--- src/rtl/sdspi_pkg.sv ---
// sdspi_pkg: shared types, codes and constants of the sd spi command/response engine
// no dependencies; imported by every module of the block

package sdspi_pkg;

  // action codes of an input item
  localparam logic [1:0] ACT_SEND = 2'd0;
  localparam logic [1:0] ACT_WAIT = 2'd1;
  localparam logic [1:0] ACT_RX   = 2'd2;

  // argument selection of a send-command item
  localparam logic [1:0] AM_ZERO       = 2'd0;
  localparam logic [1:0] AM_BLOCK      = 2'd1;
  localparam logic [1:0] AM_SECTOR_END = 2'd2;

  // result kinds
  localparam logic [1:0] KIND_FRAME   = 2'd0;
  localparam logic [1:0] KIND_CAPTURE = 2'd1;
  localparam logic [1:0] KIND_TIMEOUT = 2'd2;

  // register indexes on the configuration port
  localparam logic [1:0] REG_BLOCK_LEN_LOG2   = 2'd0;
  localparam logic [1:0] REG_SECTOR_BLOCKS    = 2'd1;
  localparam logic [1:0] REG_RESPONSE_TIMEOUT = 2'd2;

  localparam logic [3:0] RST_BLOCK_LEN_LOG2   = 4'd9;
  localparam logic [7:0] RST_SECTOR_BLOCKS    = 8'd1;
  localparam logic [7:0] RST_RESPONSE_TIMEOUT = 8'd10;

  localparam int APB_ADDR_W = 4;
  localparam int APB_DATA_W = 32;

  // frame bytes
  localparam logic [7:0] CMD_START_BIT = 8'h40;
  localparam logic [7:0] CRC_IDLE      = 8'h95;
  localparam logic [7:0] CRC_OTHER     = 8'h01;
  localparam logic [7:0] IDLE_BYTE     = 8'hFF;
  localparam int         FRAME_LEN     = 6;

  // response length cap, bounded by the width of the byte counter
  localparam int MAX_RESPONSE_BYTES = 32;
  localparam int LEN_CAP_INT = (MAX_RESPONSE_BYTES > 63) ? 63 :
                               ((MAX_RESPONSE_BYTES < 1) ? 1 : MAX_RESPONSE_BYTES);
  localparam logic [5:0] LEN_CAP = 6'(LEN_CAP_INT);

  localparam int QUEUE_DEPTH_DEF = 2;

  typedef enum logic [1:0] {
    BK_IDLE,
    BK_ARG,
    BK_EMIT
  } bk_state_t;

  typedef struct packed {
    logic [3:0] block_len_log2;
    logic [7:0] sector_blocks;
    logic [7:0] response_timeout;
  } cfg_t;

  // classified item as it sits in the queue
  typedef struct packed {
    logic [1:0]  action;
    logic [5:0]  command_index;
    logic [31:0] term;
    logic [6:0]  addend;
    logic        dec;
    logic [5:0]  response_length;
    logic [7:0]  rx_byte;
  } entry_t;

endpackage

--- src/rtl/sdspi_if.sv ---
// sdspi_in_if / sdspi_out_if: valid/ready channels of the engine
// no dependencies

interface sdspi_in_if;
  logic        valid;
  logic        ready;
  logic [1:0]  action;
  logic [5:0]  command_index;
  logic [1:0]  address_mode;
  logic [31:0] sector;
  logic [6:0]  block;
  logic [5:0]  response_length;
  logic [7:0]  rx_byte;

  modport source (
    output valid, action, command_index, address_mode, sector, block,
           response_length, rx_byte,
    input  ready
  );
  modport sink (
    input  valid, action, command_index, address_mode, sector, block,
           response_length, rx_byte,
    output ready
  );
endinterface

interface sdspi_out_if;
  logic       valid;
  logic       ready;
  logic [1:0] out_kind;
  logic [7:0] out_byte;
  logic       out_last;

  modport source (
    output valid, out_kind, out_byte, out_last,
    input  ready
  );
  modport sink (
    input  valid, out_kind, out_byte, out_last,
    output ready
  );
endinterface

--- src/rtl/sd_spi_command_response_engine_unit.sv ---
// sd spi command/response engine: command frames out, card responses collected
// used channels: in_ch (items in), out_ch (result bytes out), apb register port
//
// items enter on in_ch and are queued by the front part; the back part runs
// them one at a time in arrival order and places each result in an output
// register on out_ch, so an input transfer may proceed while a result waits
// - send command: six frame bytes, the first after the queue, the multiply
//   step, the shift step and the output register; then one byte per cycle
//   while out_ch is taken; no new item is taken until the frame is out
// - start wait and received byte: handled in the idle state, a result (if
//   any) in the output register; one item per cycle while out_ch takes them
// the queue holds QUEUE_DEPTH items; in_ch.ready drops when it is full
// a stalled out_ch freezes the back part, the queue then fills and stalls in_ch
// reset (rst_n low, synchronous) empties the queue, disarms the collector,
// drops out_ch.valid and loads register defaults: block_len_log2 9,
// sector_blocks 1, response_timeout 10
// registers: 0x0 block_len_log2, 0x4 sector_blocks, 0x8 response_timeout;
// write them only while the engine is idle

module sd_spi_command_response_engine_unit #(
  parameter int QUEUE_DEPTH = sdspi_pkg::QUEUE_DEPTH_DEF
) (
  input  logic                              clk,
  input  logic                              rst_n,
  sdspi_in_if.sink                          in_ch,
  sdspi_out_if.source                       out_ch,
  input  logic                              psel,
  input  logic                              penable,
  input  logic                              pwrite,
  input  logic [sdspi_pkg::APB_ADDR_W-1:0]  paddr,
  input  logic [sdspi_pkg::APB_DATA_W-1:0]  pwdata,
  output logic [sdspi_pkg::APB_DATA_W-1:0]  prdata,
  output logic                              pready
);
  import sdspi_pkg::*;

  cfg_t   cfg;
  logic   q_pop;
  logic   q_valid;
  entry_t q_head;

  sdspi_cfg u_cfg (
    .clk     (clk),
    .rst_n   (rst_n),
    .psel    (psel),
    .penable (penable),
    .pwrite  (pwrite),
    .paddr   (paddr),
    .pwdata  (pwdata),
    .prdata  (prdata),
    .pready  (pready),
    .cfg     (cfg)
  );

  sdspi_front #(
    .DEPTH (QUEUE_DEPTH)
  ) u_front (
    .clk     (clk),
    .rst_n   (rst_n),
    .in_ch   (in_ch),
    .q_pop   (q_pop),
    .q_valid (q_valid),
    .q_head  (q_head)
  );

  sdspi_back u_back (
    .clk     (clk),
    .rst_n   (rst_n),
    .cfg     (cfg),
    .q_valid (q_valid),
    .q_head  (q_head),
    .q_pop   (q_pop),
    .out_ch  (out_ch)
  );

endmodule

--- src/rtl/sdspi_cfg.sv ---
// sdspi_cfg: apb register file holding block length, sector size and timeout
// depends on sdspi_pkg

module sdspi_cfg (
  input  logic                              clk,
  input  logic                              rst_n,
  input  logic                              psel,
  input  logic                              penable,
  input  logic                              pwrite,
  input  logic [sdspi_pkg::APB_ADDR_W-1:0]  paddr,
  input  logic [sdspi_pkg::APB_DATA_W-1:0]  pwdata,
  output logic [sdspi_pkg::APB_DATA_W-1:0]  prdata,
  output logic                              pready,
  output sdspi_pkg::cfg_t                   cfg
);
  import sdspi_pkg::*;

  cfg_t       cfg_r;
  logic       wr_en;
  logic [1:0] reg_idx;

  assign pready  = 1'b1;
  assign reg_idx = paddr[3:2];
  assign wr_en   = psel && penable && pwrite && pready;
  assign cfg     = cfg_r;

  always_ff @(posedge clk) begin
    if (!rst_n) begin
      cfg_r.block_len_log2   <= RST_BLOCK_LEN_LOG2;
      cfg_r.sector_blocks    <= RST_SECTOR_BLOCKS;
      cfg_r.response_timeout <= RST_RESPONSE_TIMEOUT;
    end else if (wr_en) begin
      case (reg_idx)
        REG_BLOCK_LEN_LOG2:   cfg_r.block_len_log2   <= pwdata[3:0];
        REG_SECTOR_BLOCKS:    cfg_r.sector_blocks    <= pwdata[7:0];
        REG_RESPONSE_TIMEOUT: cfg_r.response_timeout <= pwdata[7:0];
        default: ;
      endcase
    end
  end

  always_comb begin
    case (reg_idx)
      REG_BLOCK_LEN_LOG2:   prdata = {28'd0, cfg_r.block_len_log2};
      REG_SECTOR_BLOCKS:    prdata = {24'd0, cfg_r.sector_blocks};
      REG_RESPONSE_TIMEOUT: prdata = {24'd0, cfg_r.response_timeout};
      default:              prdata = '0;
    endcase
  end

endmodule

--- src/rtl/sdspi_front.sv ---
// sdspi_front: accepts input items, prepares the argument terms, queues them
// depends on sdspi_pkg and sdspi_in_if

module sdspi_front #(
  parameter int DEPTH = sdspi_pkg::QUEUE_DEPTH_DEF
) (
  input  logic               clk,
  input  logic               rst_n,
  sdspi_in_if.sink           in_ch,
  input  logic               q_pop,
  output logic               q_valid,
  output sdspi_pkg::entry_t  q_head
);
  import sdspi_pkg::*;

  localparam int PTR_W = (DEPTH > 1) ? $clog2(DEPTH) : 1;
  localparam int CNT_W = $clog2(DEPTH + 1);

  entry_t           q_r [DEPTH];
  logic [PTR_W-1:0] wr_ptr_r, wr_ptr_nxt;
  logic [PTR_W-1:0] rd_ptr_r, rd_ptr_nxt;
  logic [CNT_W-1:0] cnt_r, cnt_nxt;
  logic             push, pop;
  entry_t           item;

  assign in_ch.ready = (cnt_r != CNT_W'(DEPTH));
  assign push        = in_ch.valid && in_ch.ready;
  assign q_valid     = (cnt_r != '0);
  assign pop         = q_pop && q_valid;
  assign q_head      = q_r[rd_ptr_r];

  // argument = ((term * sector_blocks) + addend) << block_len_log2, minus dec
  always_comb begin
    item.action          = in_ch.action;
    item.command_index   = in_ch.command_index;
    item.response_length = in_ch.response_length;
    item.rx_byte         = in_ch.rx_byte;
    case (in_ch.address_mode)
      AM_BLOCK: begin
        item.term   = in_ch.sector;
        item.addend = in_ch.block;
        item.dec    = 1'b0;
      end
      AM_SECTOR_END: begin
        item.term   = in_ch.sector + 32'd1;
        item.addend = '0;
        item.dec    = 1'b1;
      end
      default: begin
        item.term   = '0;
        item.addend = '0;
        item.dec    = 1'b0;
      end
    endcase
  end

  always_comb begin
    wr_ptr_nxt = wr_ptr_r;
    rd_ptr_nxt = rd_ptr_r;
    cnt_nxt    = cnt_r;
    if (push) begin
      wr_ptr_nxt = (wr_ptr_r == PTR_W'(DEPTH - 1)) ? '0 : wr_ptr_r + 1'b1;
    end
    if (pop) begin
      rd_ptr_nxt = (rd_ptr_r == PTR_W'(DEPTH - 1)) ? '0 : rd_ptr_r + 1'b1;
    end
    if (push && !pop) begin
      cnt_nxt = cnt_r + 1'b1;
    end else if (pop && !push) begin
      cnt_nxt = cnt_r - 1'b1;
    end
  end

  always_ff @(posedge clk) begin
    if (!rst_n) begin
      wr_ptr_r <= '0;
      rd_ptr_r <= '0;
      cnt_r    <= '0;
    end else begin
      wr_ptr_r <= wr_ptr_nxt;
      rd_ptr_r <= rd_ptr_nxt;
      cnt_r    <= cnt_nxt;
    end
  end

  always_ff @(posedge clk) begin
    if (push) begin
      q_r[wr_ptr_r] <= item;
    end
  end

endmodule

--- src/rtl/sdspi_back.sv ---
// sdspi_back: frame sequencer and response collector with the output register
// depends on sdspi_pkg and sdspi_out_if

module sdspi_back (
  input  logic               clk,
  input  logic               rst_n,
  input  sdspi_pkg::cfg_t    cfg,
  input  logic               q_valid,
  input  sdspi_pkg::entry_t  q_head,
  output logic               q_pop,
  sdspi_out_if.source        out_ch
);
  import sdspi_pkg::*;

  bk_state_t   state_r, state_nxt;
  logic [5:0]  cmd_r, cmd_nxt;
  logic [31:0] prod_r, prod_nxt;
  logic        dec_r, dec_nxt;
  logic [31:0] arg_r, arg_nxt;
  logic [2:0]  idx_r, idx_nxt;

  logic        wait_active_r, wait_active_nxt;
  logic [5:0]  bytes_rem_r, bytes_rem_nxt;
  logic        cap_started_r, cap_started_nxt;
  logic [7:0]  tmo_left_r, tmo_left_nxt;

  logic        out_valid_r, out_valid_nxt;
  logic [1:0]  out_kind_r, out_kind_nxt;
  logic [7:0]  out_byte_r, out_byte_nxt;
  logic        out_last_r, out_last_nxt;

  logic        out_free;
  logic [39:0] mul_full;
  logic [5:0]  len_eff;
  logic [7:0]  tmo_dec;
  logic [5:0]  rem_dec;

  assign out_free     = !out_valid_r || out_ch.ready;
  assign out_ch.valid    = out_valid_r;
  assign out_ch.out_kind = out_kind_r;
  assign out_ch.out_byte = out_byte_r;
  assign out_ch.out_last = out_last_r;

  assign mul_full = q_head.term * {24'd0, cfg.sector_blocks};
  assign len_eff  = (q_head.response_length == '0) ? 6'd1 :
                    ((q_head.response_length > LEN_CAP) ? LEN_CAP : q_head.response_length);
  assign tmo_dec  = (tmo_left_r != '0) ? tmo_left_r - 8'd1 : tmo_left_r;
  assign rem_dec  = (bytes_rem_r != '0) ? bytes_rem_r - 6'd1 : bytes_rem_r;

  always_comb begin
    state_nxt       = state_r;
    cmd_nxt         = cmd_r;
    prod_nxt        = prod_r;
    dec_nxt         = dec_r;
    arg_nxt         = arg_r;
    idx_nxt         = idx_r;
    wait_active_nxt = wait_active_r;
    bytes_rem_nxt   = bytes_rem_r;
    cap_started_nxt = cap_started_r;
    tmo_left_nxt    = tmo_left_r;
    out_valid_nxt   = out_valid_r && !out_ch.ready;
    out_kind_nxt    = out_kind_r;
    out_byte_nxt    = out_byte_r;
    out_last_nxt    = out_last_r;
    q_pop           = 1'b0;

    case (state_r)
      BK_IDLE: begin
        if (q_valid && out_free) begin
          q_pop = 1'b1;
          case (q_head.action)
            ACT_SEND: begin
              cmd_nxt   = q_head.command_index;
              prod_nxt  = mul_full[31:0] + {25'd0, q_head.addend};
              dec_nxt   = q_head.dec;
              state_nxt = BK_ARG;
            end
            ACT_WAIT: begin
              cap_started_nxt = 1'b0;
              if (cfg.response_timeout == '0) begin
                wait_active_nxt = 1'b0;
                bytes_rem_nxt   = '0;
                tmo_left_nxt    = '0;
                out_valid_nxt   = 1'b1;
                out_kind_nxt    = KIND_TIMEOUT;
                out_byte_nxt    = '0;
                out_last_nxt    = 1'b1;
              end else begin
                wait_active_nxt = 1'b1;
                bytes_rem_nxt   = len_eff;
                tmo_left_nxt    = cfg.response_timeout;
              end
            end
            ACT_RX: begin
              if (wait_active_r) begin
                if (!cap_started_r && q_head.rx_byte == IDLE_BYTE) begin
                  tmo_left_nxt = tmo_dec;
                  if (tmo_dec == '0) begin
                    wait_active_nxt = 1'b0;
                    bytes_rem_nxt   = '0;
                    out_valid_nxt   = 1'b1;
                    out_kind_nxt    = KIND_TIMEOUT;
                    out_byte_nxt    = '0;
                    out_last_nxt    = 1'b1;
                  end
                end else begin
                  cap_started_nxt = 1'b1;
                  bytes_rem_nxt   = rem_dec;
                  out_valid_nxt   = 1'b1;
                  out_kind_nxt    = KIND_CAPTURE;
                  out_byte_nxt    = q_head.rx_byte;
                  out_last_nxt    = (rem_dec == '0);
                  if (rem_dec == '0) begin
                    wait_active_nxt = 1'b0;
                    cap_started_nxt = 1'b0;
                  end
                end
              end
            end
            default: ;
          endcase
        end
      end

      BK_ARG: begin
        arg_nxt   = (prod_r << cfg.block_len_log2) - {31'd0, dec_r};
        idx_nxt   = '0;
        state_nxt = BK_EMIT;
      end

      BK_EMIT: begin
        if (out_free) begin
          out_valid_nxt = 1'b1;
          out_kind_nxt  = KIND_FRAME;
          out_last_nxt  = 1'b0;
          case (idx_r)
            3'd0:    out_byte_nxt = {2'b00, cmd_r} | CMD_START_BIT;
            3'd1:    out_byte_nxt = arg_r[31:24];
            3'd2:    out_byte_nxt = arg_r[23:16];
            3'd3:    out_byte_nxt = arg_r[15:8];
            3'd4:    out_byte_nxt = arg_r[7:0];
            default: out_byte_nxt = (cmd_r == '0) ? CRC_IDLE : CRC_OTHER;
          endcase
          if (idx_r == 3'(FRAME_LEN - 1)) begin
            out_last_nxt = 1'b1;
            state_nxt    = BK_IDLE;
          end
          idx_nxt = idx_r + 3'd1;
        end
      end

      default: state_nxt = BK_IDLE;
    endcase
  end

  always_ff @(posedge clk) begin
    if (!rst_n) begin
      state_r       <= BK_IDLE;
      idx_r         <= '0;
      wait_active_r <= 1'b0;
      bytes_rem_r   <= '0;
      cap_started_r <= 1'b0;
      tmo_left_r    <= '0;
      out_valid_r   <= 1'b0;
    end else begin
      state_r       <= state_nxt;
      idx_r         <= idx_nxt;
      wait_active_r <= wait_active_nxt;
      bytes_rem_r   <= bytes_rem_nxt;
      cap_started_r <= cap_started_nxt;
      tmo_left_r    <= tmo_left_nxt;
      out_valid_r   <= out_valid_nxt;
    end
  end

  always_ff @(posedge clk) begin
    cmd_r      <= cmd_nxt;
    prod_r     <= prod_nxt;
    dec_r      <= dec_nxt;
    arg_r      <= arg_nxt;
    out_kind_r <= out_kind_nxt;
    out_byte_r <= out_byte_nxt;
    out_last_r <= out_last_nxt;
  end

endmodule

--- src/flat_wrapper.sv ---
// flat-port wrapper written by rule: the top's interface ports become plain ports
module sd_spi_command_response_engine_unit_flat import sdspi_pkg::*;
#(
  parameter int QUEUE_DEPTH = sdspi_pkg::QUEUE_DEPTH_DEF
)
  (clk, rst_n, psel, penable, pwrite, paddr, pwdata, prdata, pready, in_ch_valid, in_ch_action, in_ch_command_index, in_ch_address_mode, in_ch_sector, in_ch_block, in_ch_response_length, in_ch_rx_byte, in_ch_ready, out_ch_valid, out_ch_out_kind, out_ch_out_byte, out_ch_out_last, out_ch_ready);
  sdspi_in_if in_ch_i ();
  sdspi_out_if out_ch_i ();
  input  logic clk;
  input  logic rst_n;
  input  logic psel;
  input  logic penable;
  input  logic pwrite;
  input  logic [sdspi_pkg::APB_ADDR_W-1:0] paddr;
  input  logic [sdspi_pkg::APB_DATA_W-1:0] pwdata;
  output logic [sdspi_pkg::APB_DATA_W-1:0] prdata;
  output logic pready;
  input wire logic [$bits(in_ch_i.valid)-1:0] in_ch_valid;
  input wire logic [$bits(in_ch_i.action)-1:0] in_ch_action;
  input wire logic [$bits(in_ch_i.command_index)-1:0] in_ch_command_index;
  input wire logic [$bits(in_ch_i.address_mode)-1:0] in_ch_address_mode;
  input wire logic [$bits(in_ch_i.sector)-1:0] in_ch_sector;
  input wire logic [$bits(in_ch_i.block)-1:0] in_ch_block;
  input wire logic [$bits(in_ch_i.response_length)-1:0] in_ch_response_length;
  input wire logic [$bits(in_ch_i.rx_byte)-1:0] in_ch_rx_byte;
  output wire logic [$bits(in_ch_i.ready)-1:0] in_ch_ready;
  output wire logic [$bits(out_ch_i.valid)-1:0] out_ch_valid;
  output wire logic [$bits(out_ch_i.out_kind)-1:0] out_ch_out_kind;
  output wire logic [$bits(out_ch_i.out_byte)-1:0] out_ch_out_byte;
  output wire logic [$bits(out_ch_i.out_last)-1:0] out_ch_out_last;
  input wire logic [$bits(out_ch_i.ready)-1:0] out_ch_ready;
  assign in_ch_i.valid = in_ch_valid;
  assign in_ch_i.action = in_ch_action;
  assign in_ch_i.command_index = in_ch_command_index;
  assign in_ch_i.address_mode = in_ch_address_mode;
  assign in_ch_i.sector = in_ch_sector;
  assign in_ch_i.block = in_ch_block;
  assign in_ch_i.response_length = in_ch_response_length;
  assign in_ch_i.rx_byte = in_ch_rx_byte;
  assign in_ch_ready = in_ch_i.ready;
  assign out_ch_valid = out_ch_i.valid;
  assign out_ch_out_kind = out_ch_i.out_kind;
  assign out_ch_out_byte = out_ch_i.out_byte;
  assign out_ch_out_last = out_ch_i.out_last;
  assign out_ch_i.ready = out_ch_ready;
  sd_spi_command_response_engine_unit #(.QUEUE_DEPTH(QUEUE_DEPTH)) u_core (.clk(clk), .rst_n(rst_n), .in_ch(in_ch_i), .out_ch(out_ch_i), .psel(psel), .penable(penable), .pwrite(pwrite), .paddr(paddr), .pwdata(pwdata), .prdata(prdata), .pready(pready));
endmodule
--- config.mk ---
export PLATFORM = sky130hd
export DESIGN_NAME = sd_spi_command_response_engine_unit_flat
export DESIGN_NICKNAME = d
export VERILOG_FILES = /design/src/rtl/sdspi_pkg.sv /design/src/rtl/sdspi_if.sv /design/src/rtl/sd_spi_command_response_engine_unit.sv /design/src/rtl/sdspi_cfg.sv /design/src/rtl/sdspi_front.sv /design/src/rtl/sdspi_back.sv /design/src/flat_wrapper.sv
export SDC_FILE = /design/constraint.sdc
export NUM_CORES = 1
export LEC_CHECK = 0
export BUFFER_PORTS_ARGS = -buffer_cell sky130_fd_sc_hd__clkbuf_2
export CORE_ASPECT_RATIO = 1.75
export CORE_MARGIN = 2
export CORE_UTILIZATION = 35
export CTS_CLUSTER_SIZE = 16
export DETAILED_ROUTE_END_ITERATION = 8
export GPL_TIMING_DRIVEN = 0
export PLACE_DENSITY = 0.48
export RECOVER_POWER = 50
export SLEW_MARGIN = 10
export SYNTH_ARGS = -nofsm -noshare
export SYNTH_HDL_FRONTEND = slang
export SYNTH_SLANG_ARGS = --single-unit
--- constraint.sdc ---
create_clock -name clk -period 14.9 [get_ports clk]
set_input_delay 0 -clock clk [delete_from_list [all_inputs] [get_ports clk]]
set_output_delay 0 -clock clk [all_outputs]
set_load 0.005 [all_outputs]
Yosys cells after proc, flatten, opt, wreduce, memory -nomap -nowiden
Memories as Yosys holds them, arrays and structs flattened. A register that Yosys moved wholly into a read port is not among the register bits.
Cells that the tools add are included.
- RAM bits: 124
- latch bits: 0
- logic and storage cells: 179
- register bits after elaboration: 128
- memories kept: 1
- ROM bits: 0
- mux-type cells: 76
- multipliers: 1
- reductions and logical operators: 42
- $add $sub $neg: 10
- bitwise gates (word level): 0
- divide/modulo/power cells: 0
- eq/ne operators: 27
- shift operators: 1
- $lt $le $gt $ge: 1
- memory list (name ; words ; bits a word ; rd ports ; clocked after Yosys merged registers in ; write ports ; RTL line ; text):
    u_core.u_front.q_r ; 2 ; 62 ; 1 ; 1 ; 1 ; sdspi_front.sv:19 ; entry_t q_r [DEPTH];
- operators with widths (cell ; count):
    8-bit two-way mux ; 11
    40-bit case mux with 2 select lines ; 1
    8-bit case mux with 2 select lines ; 3
    6-bit two-way mux ; 7
    8-bit case mux with 5 select lines ; 1
    32-bit by 1-bit adder with 32-bit output (second input constant) ; 1
    32-bit by 7-bit adder with 32-bit output ; 1
    32-bit by 8-bit multiplier with 32-bit output ; 1
    32-bit by 4-bit left shift with 32-bit output ; 1
    32-bit by 1-bit subtractor with 32-bit output ; 1
    1-bit two-way mux ; 28
    2-bit two-way mux ; 12
    8-bit case mux with 3 select lines ; 1
    6-bit zero test ; 3
    8-bit zero test ; 2
    5-bit AND reduction ; 3
    2-bit inequality test (second input constant) ; 7
    1-bit case mux with 2 select lines ; 6
    6-bit case mux with 2 select lines ; 1
    2-bit nonzero test ; 5
    1-bit logical AND ; 9
    3-bit inequality test (second input constant) ; 3
    2-bit by 1-bit equality test with 1-bit output (second input constant) ; 4
    2-bit equality test (second input constant) ; 4
    28 further kinds ; 42

Logic depth before layout (Yosys ltp)
- depth after elaboration: 9
- depth in mapped cells: 24
- depth with buffers taken out: 21

Cells and area by module
From an unflattened synthesis, not the netlist that was laid out.
- cells, all modules: 2084
- area total of the unflattened synthesis: 21299.2 um2
- modules (own cells, without submodules) (module ; area an instance (um2) ; instances ; cells an instance):
    sdspi_back ; 14226.1 ; 1 ; 1532
    sdspi_front ; 5934.4 ; 1 ; 422
    sdspi_cfg ; 1138.6 ; 1 ; 130

Worst setup path before layout
No wires, ideal clock.
- kind: flip-flop to flip-flop
- from: register (tool-made name)
- to: register u_core.u_back.prod_r[24], data pin
- arrival time: 6.068 ns
- path slack: 8.574 ns
- period minus slack after synthesis: 6.326 ns
- required time: 14.641 ns
- cell stages (with the launch flop): 23
- library setup time: 0.259 ns
- path buffers: 4
- path through: dfxtp_1 buf_1 clkbuf_1 clkbuf_1 mux2i_1 nor2b_1 fa_1 fa_1 fa_1 inv_1 fa_1 inv_1 ha_1 clkbuf_1 nand2_1 o32a_1 o41ai_1 a21oi_1 o31ai_1 nor3_1 o21bai_1 a21oi_1 xnor2_1
- RTL lines (element ; RTL line ; text):
    to (signal assigned) ; sdspi_back.sv:178 ; prod_r <= prod_nxt;
    to (decl) ; sdspi_back.sv:17 ; logic [31:0] prod_r, prod_nxt;

==> results.cfg <==
[place]
place_inst = 2969
place_ws_ps = 6050
port_buffers = 99
post_dp_cell_area_sq_um = 22600
hpwl_microns = 47900
gp_congestion = 0.923

[timing]
timing.hold.ws_ps = 150
finalCriticalPeriod_ps = 8720
setup_viol = 0
worst_slack_ps = 6180
fin_skew_ps = 29.1
rsz0062_at_grt = no
slew_headroom_pct = -96.5
fin_crit_sh_pct = 58.5
fmaxAchievable_mhz = 115
tns_ps = 0
worst_pin_slew_ps = 2950
hold_violations = 0
slew_violations = 111

[layout]
drive_above_1_share_pct = 9.86
finalNonFillerCells = 3103
final_area_sq_um = 24200
final_util_pct = 41.0
fillers = 5872
nets = 2652
area_growth_pct = 15.9

[synth]
yosysSeqAreaShare_pct = 34.1
synthCells = 2062
synth_seq_cells = 253
synthFlopType = edfxtp_1
synth.distinct_cells = 74
async_reset_ff_share_pct = 0
syn_avg_cell_area_sq_um = 10.1
netlist_area_sq_um = 20900
yosys_warnings = 0
synth_edf_count = 206

[clock_network]
clock_path_buffers = 3
clock-sinks = 253
numCtsBuffers = 27
clk_latency_ps = 580
cts_tree = done
cts_setup_buffers = 0
path_clk_slew_ps = 60
htree_levels = 1
ctsRootBufferMaster = clkbuf_16

[power]
internal_power_mw = 1.79
clkPwrFrac_pct = 24.2
ir_drop_v = 0.0000835
comb_power_share_pct = 41.0
power_switching_share_pct = 38.0
power_mw = 2.89
p_switching_mw = 1.10
power.density_nw_per_um2 = 120
pwr-share-seq_pct = 34.8
p_leak_nw = 9.96

[route]
drt_pass1_iterations = 5
drtIter0Drc = 591
drcViolationCount = 0
via_count = 15500
wirelength_microns = 58300
avgViaCountPerCell = 4.98
ant_nets = 0
wl_per_cell_microns = 18.8

[critical_path]
crit_buf_inv = 6
cp-end-kind = flip-flop
cp_slowest_stage_delay_ps = 970
critPathKind = flip-flop to flip-flop
startpoint_type = flip-flop
r2r_cells = 21
crit_family = buffers and inverters
cpMostUsedCell = fa_1
crit_chain = buf_1, clkbuf_1, clkbuf_1, mux2i_1, nor2b_1, fa_1, fa_1, fa_1, inv_1, fa_1, inv_1, ha_1, clkbuf_1, nand2_1, o41ai_1, a21oi_1, o211ai_1, nor3_1, o21bai_1, a21oi_1, xnor2_1
worstPathMaxFanout = 10
cp.required_ps = 15210
cp.depth = 21
cp_data_arrival_time_ps = 9030
crit_slowest_cell = mux2i_1

[global_route]
grt_usage_pct = 19.0
grt_start_max_net_pins = 49
grt_pass1_vias = 16700
grt_antenna_before_repair = 0
grt_pass1_wl_microns = 91100
gr-total-overflow = 0

[die]
initial_core_util_pct = 35.3
die_h_microns = 327
core_area_sq_um = 59100
dieArea_sq_um = 61700
row_count = 118
io_pins = 152
die_w_microns = 189

[hold_path]
min-delay-path-class = input pin to flip-flop
hold_depth = 2

[status]
status = finished with violations
violations = capacitance limit, slew limit

[flow_run]
max_cap_violations = 3
==> power groups by stage <==
stage | Combinational, mW | Clock (mW) | Sequential, mW
3_5_place_dp | 1.19 | 0 | 1.02
6_report | 1.19 | 0.698 | 1.01
4_1_cts | 1.22 | 0.720 | 1.00
5_1_grt | 1.33 | 0.745 | 1.02
2_1_floorplan | 0.837 | 0 | 0.992
3_3_place_gp | 1.17 | 0 | 1.03
==> cells in the mapped netlist, types with 5 or more instances <==
| cell | count | area (sq um) |
|---|---|---|
| xor2_1 | 26 | 228 |
| edfxtp_1 | 206 | 6190 |
| a22o_1 | 5 | 43.8 |
| mux2_2 | 36 | 405 |
| mux4_2 | 20 | 450 |
| a21o_1 | 19 | 143 |
| buf_4 | 27 | 203 |
| buf_1 | 8 | 30.0 |
| a211oi_1 | 9 | 67.6 |
| or3_1 | 9 | 56.3 |
| o211a_1 | 6 | 60.1 |
| xnor2_1 | 45 | 394 |
| nand2b_1 | 24 | 150 |
| nand2_1 | 157 | 589 |
| a31oi_1 | 12 | 75.1 |
| o211ai_1 | 6 | 45.0 |
| and2_1 | 71 | 444 |
| nor3_1 | 15 | 75.1 |
| o31ai_1 | 9 | 67.6 |
| a22oi_1 | 16 | 120 |
| mux2i_1 | 105 | 1050 |
| o22ai_1 | 9 | 56.3 |
| fa_1 | 162 | 3240 |
| buf_2 | 6 | 30.0 |
| nor3b_1 | 5 | 37.5 |
| nor2b_1 | 176 | 1100 |
| nand4_1 | 16 | 100 |
| clkbuf_1 | 73 | 274 |
| inv_1 | 260 | 976 |
| a221oi_1 | 5 | 43.8 |
| and3_1 | 23 | 144 |
| a21oi_1 | 68 | 340 |
| o21a_1 | 6 | 45.0 |
| dfxtp_1 | 47 | 941 |
| nor4_1 | 10 | 62.6 |
| nor2_1 | 85 | 319 |
| ha_1 | 83 | 1040 |
| a31o_2 | 5 | 43.8 |
| o21ai_0 | 95 | 475 |
| nand3_1 | 32 | 160 |
==> flip-flops by register name, indices dropped and copies added (netlist names), 2 cells and up, named ones only <==
signal,count
u_core.u_back.state_r,2
u_core.u_back.cmd_r,6
u_core.u_back.out_ch.out_byte,8
u_core.u_back.bytes_rem_r,6
u_core.u_front.cnt_r,2
u_core.u_back.idx_r,3
u_core.u_front.q_r,124
u_core.u_back.tmo_left_r,8
u_core.u_back.arg_r,32
u_core.u_back.prod_r,32
u_core.u_cfg.cfg,20
u_core.u_back.out_ch.out_kind,2
==> cells by family after synthesis <==
kind of cell / count (synthesis) / share of synthesized area [%]
flip-flops: 253 / 34.1
multiplexers: 161 / 9.13
AND/OR/NAND/NOR: 641 / 16.3
XOR/XNOR: 71 / 2.98
other: 2 / 0.0360
adder cells (fa/ha/maj): 245 / 20.5
buffers and inverters: 379 / 7.45
AO/OA/AOI/OAI: 310 / 9.48
==> worst register-to-register path, stage by stage, from the launching register on <==
cell,delay [ps]
dfxtp_1,530
buf_1,650
clkbuf_1,790
clkbuf_1,590
mux2i_1,970
nor2b_1,170
fa_1,550
fa_1,480
fa_1,510
inv_1,50
fa_1,470
inv_1,40
ha_1,260
clkbuf_1,290
nand2_1,130
o41ai_1,630
a21oi_1,360
o211ai_1,450
nor3_1,110
o21bai_1,180
a21oi_1,100
xnor2_1,150
==> cells in the final DEF (no fill, tap or decap), types with 10 or more instances in the layout <==
| cell | n |
|---|---|
| a21oi_1 | 68 |
| nand4_1 | 16 |
| a31oi_1 | 12 |
| xnor2_1 | 45 |
| o21ai_0 | 95 |
| dfxtp_1 | 47 |
| nand3_1 | 32 |
| buf_4 | 27 |
| mux2i_1 | 105 |
| fa_1 | 162 |
| edfxtp_1 | 206 |
| mux2_2 | 36 |
| nand2_1 | 157 |
| clkbuf_16 | 27 |
| nor4_1 | 10 |
| dlygate4sd3_1 | 83 |
| clkbuf_1 | 106 |
| and3_1 | 23 |
| a22oi_1 | 16 |
| clkbuf_2 | 76 |
| ha_1 | 83 |
| xor2_1 | 26 |
| nor3_1 | 14 |
| nor2_1 | 85 |
| conb_1 | 25 |
| and2_1 | 63 |
| a21o_1 | 19 |
| mux4_2 | 20 |
| nor2b_1 | 176 |
| nand2b_1 | 24 |
| inv_1 | 260 |
==> timing repair <==
item | CTS | global route
hold endpoints to repair | 184 | 0
hold buffers | 83 | 0
resized for setup | 0 | 0
==> cell type report <==
cell class,count,area [sq um],share of cell area (%)
multi-input combinational,1453,12300,50.8
sequential,253,7130,29.5
timing repair buffer,187,1330,5.51
inverter,261,980,4.05
tap,780,976,4.03
clock buffer,33,728,3.01
buffer,118,574,2.37
clock inverter,17,186,0.771
antenna,1,2.50,0.0103
==> layer usage <==
| layer | vias to the layer above | global-route usage (%) | routed length (microns) |
|---|---|---|---|
| met5 | - | 0 | 0 |
| met4 | 0 | 8.92 | 2700 |
| met3 | 113 | 1.17 | 1290 |
| met2 | 341 | 40.5 | 34600 |
| met1 | 7571 | 17.8 | 19700 |
| li1 | 7427 | - | - |
==> final timing paths <==
| kind | from | end | slack [ps] |
|---|---|---|---|
| worst max-delay path | flip-flop | u_core.u_back.prod_r[30] | 6180 |
| worst min-delay path | in_ch_response_length[0] | u_core.u_front.q_r[1][8] | 150 |
| worst max register to register | flip-flop | u_core.u_back.prod_r[30] | 6180 |
| worst min register to register | u_core.u_front.cnt_r[1] | u_core.u_front.cnt_r[1] | 530 |
No activity file was read; power rests on OpenSTA's default activity.
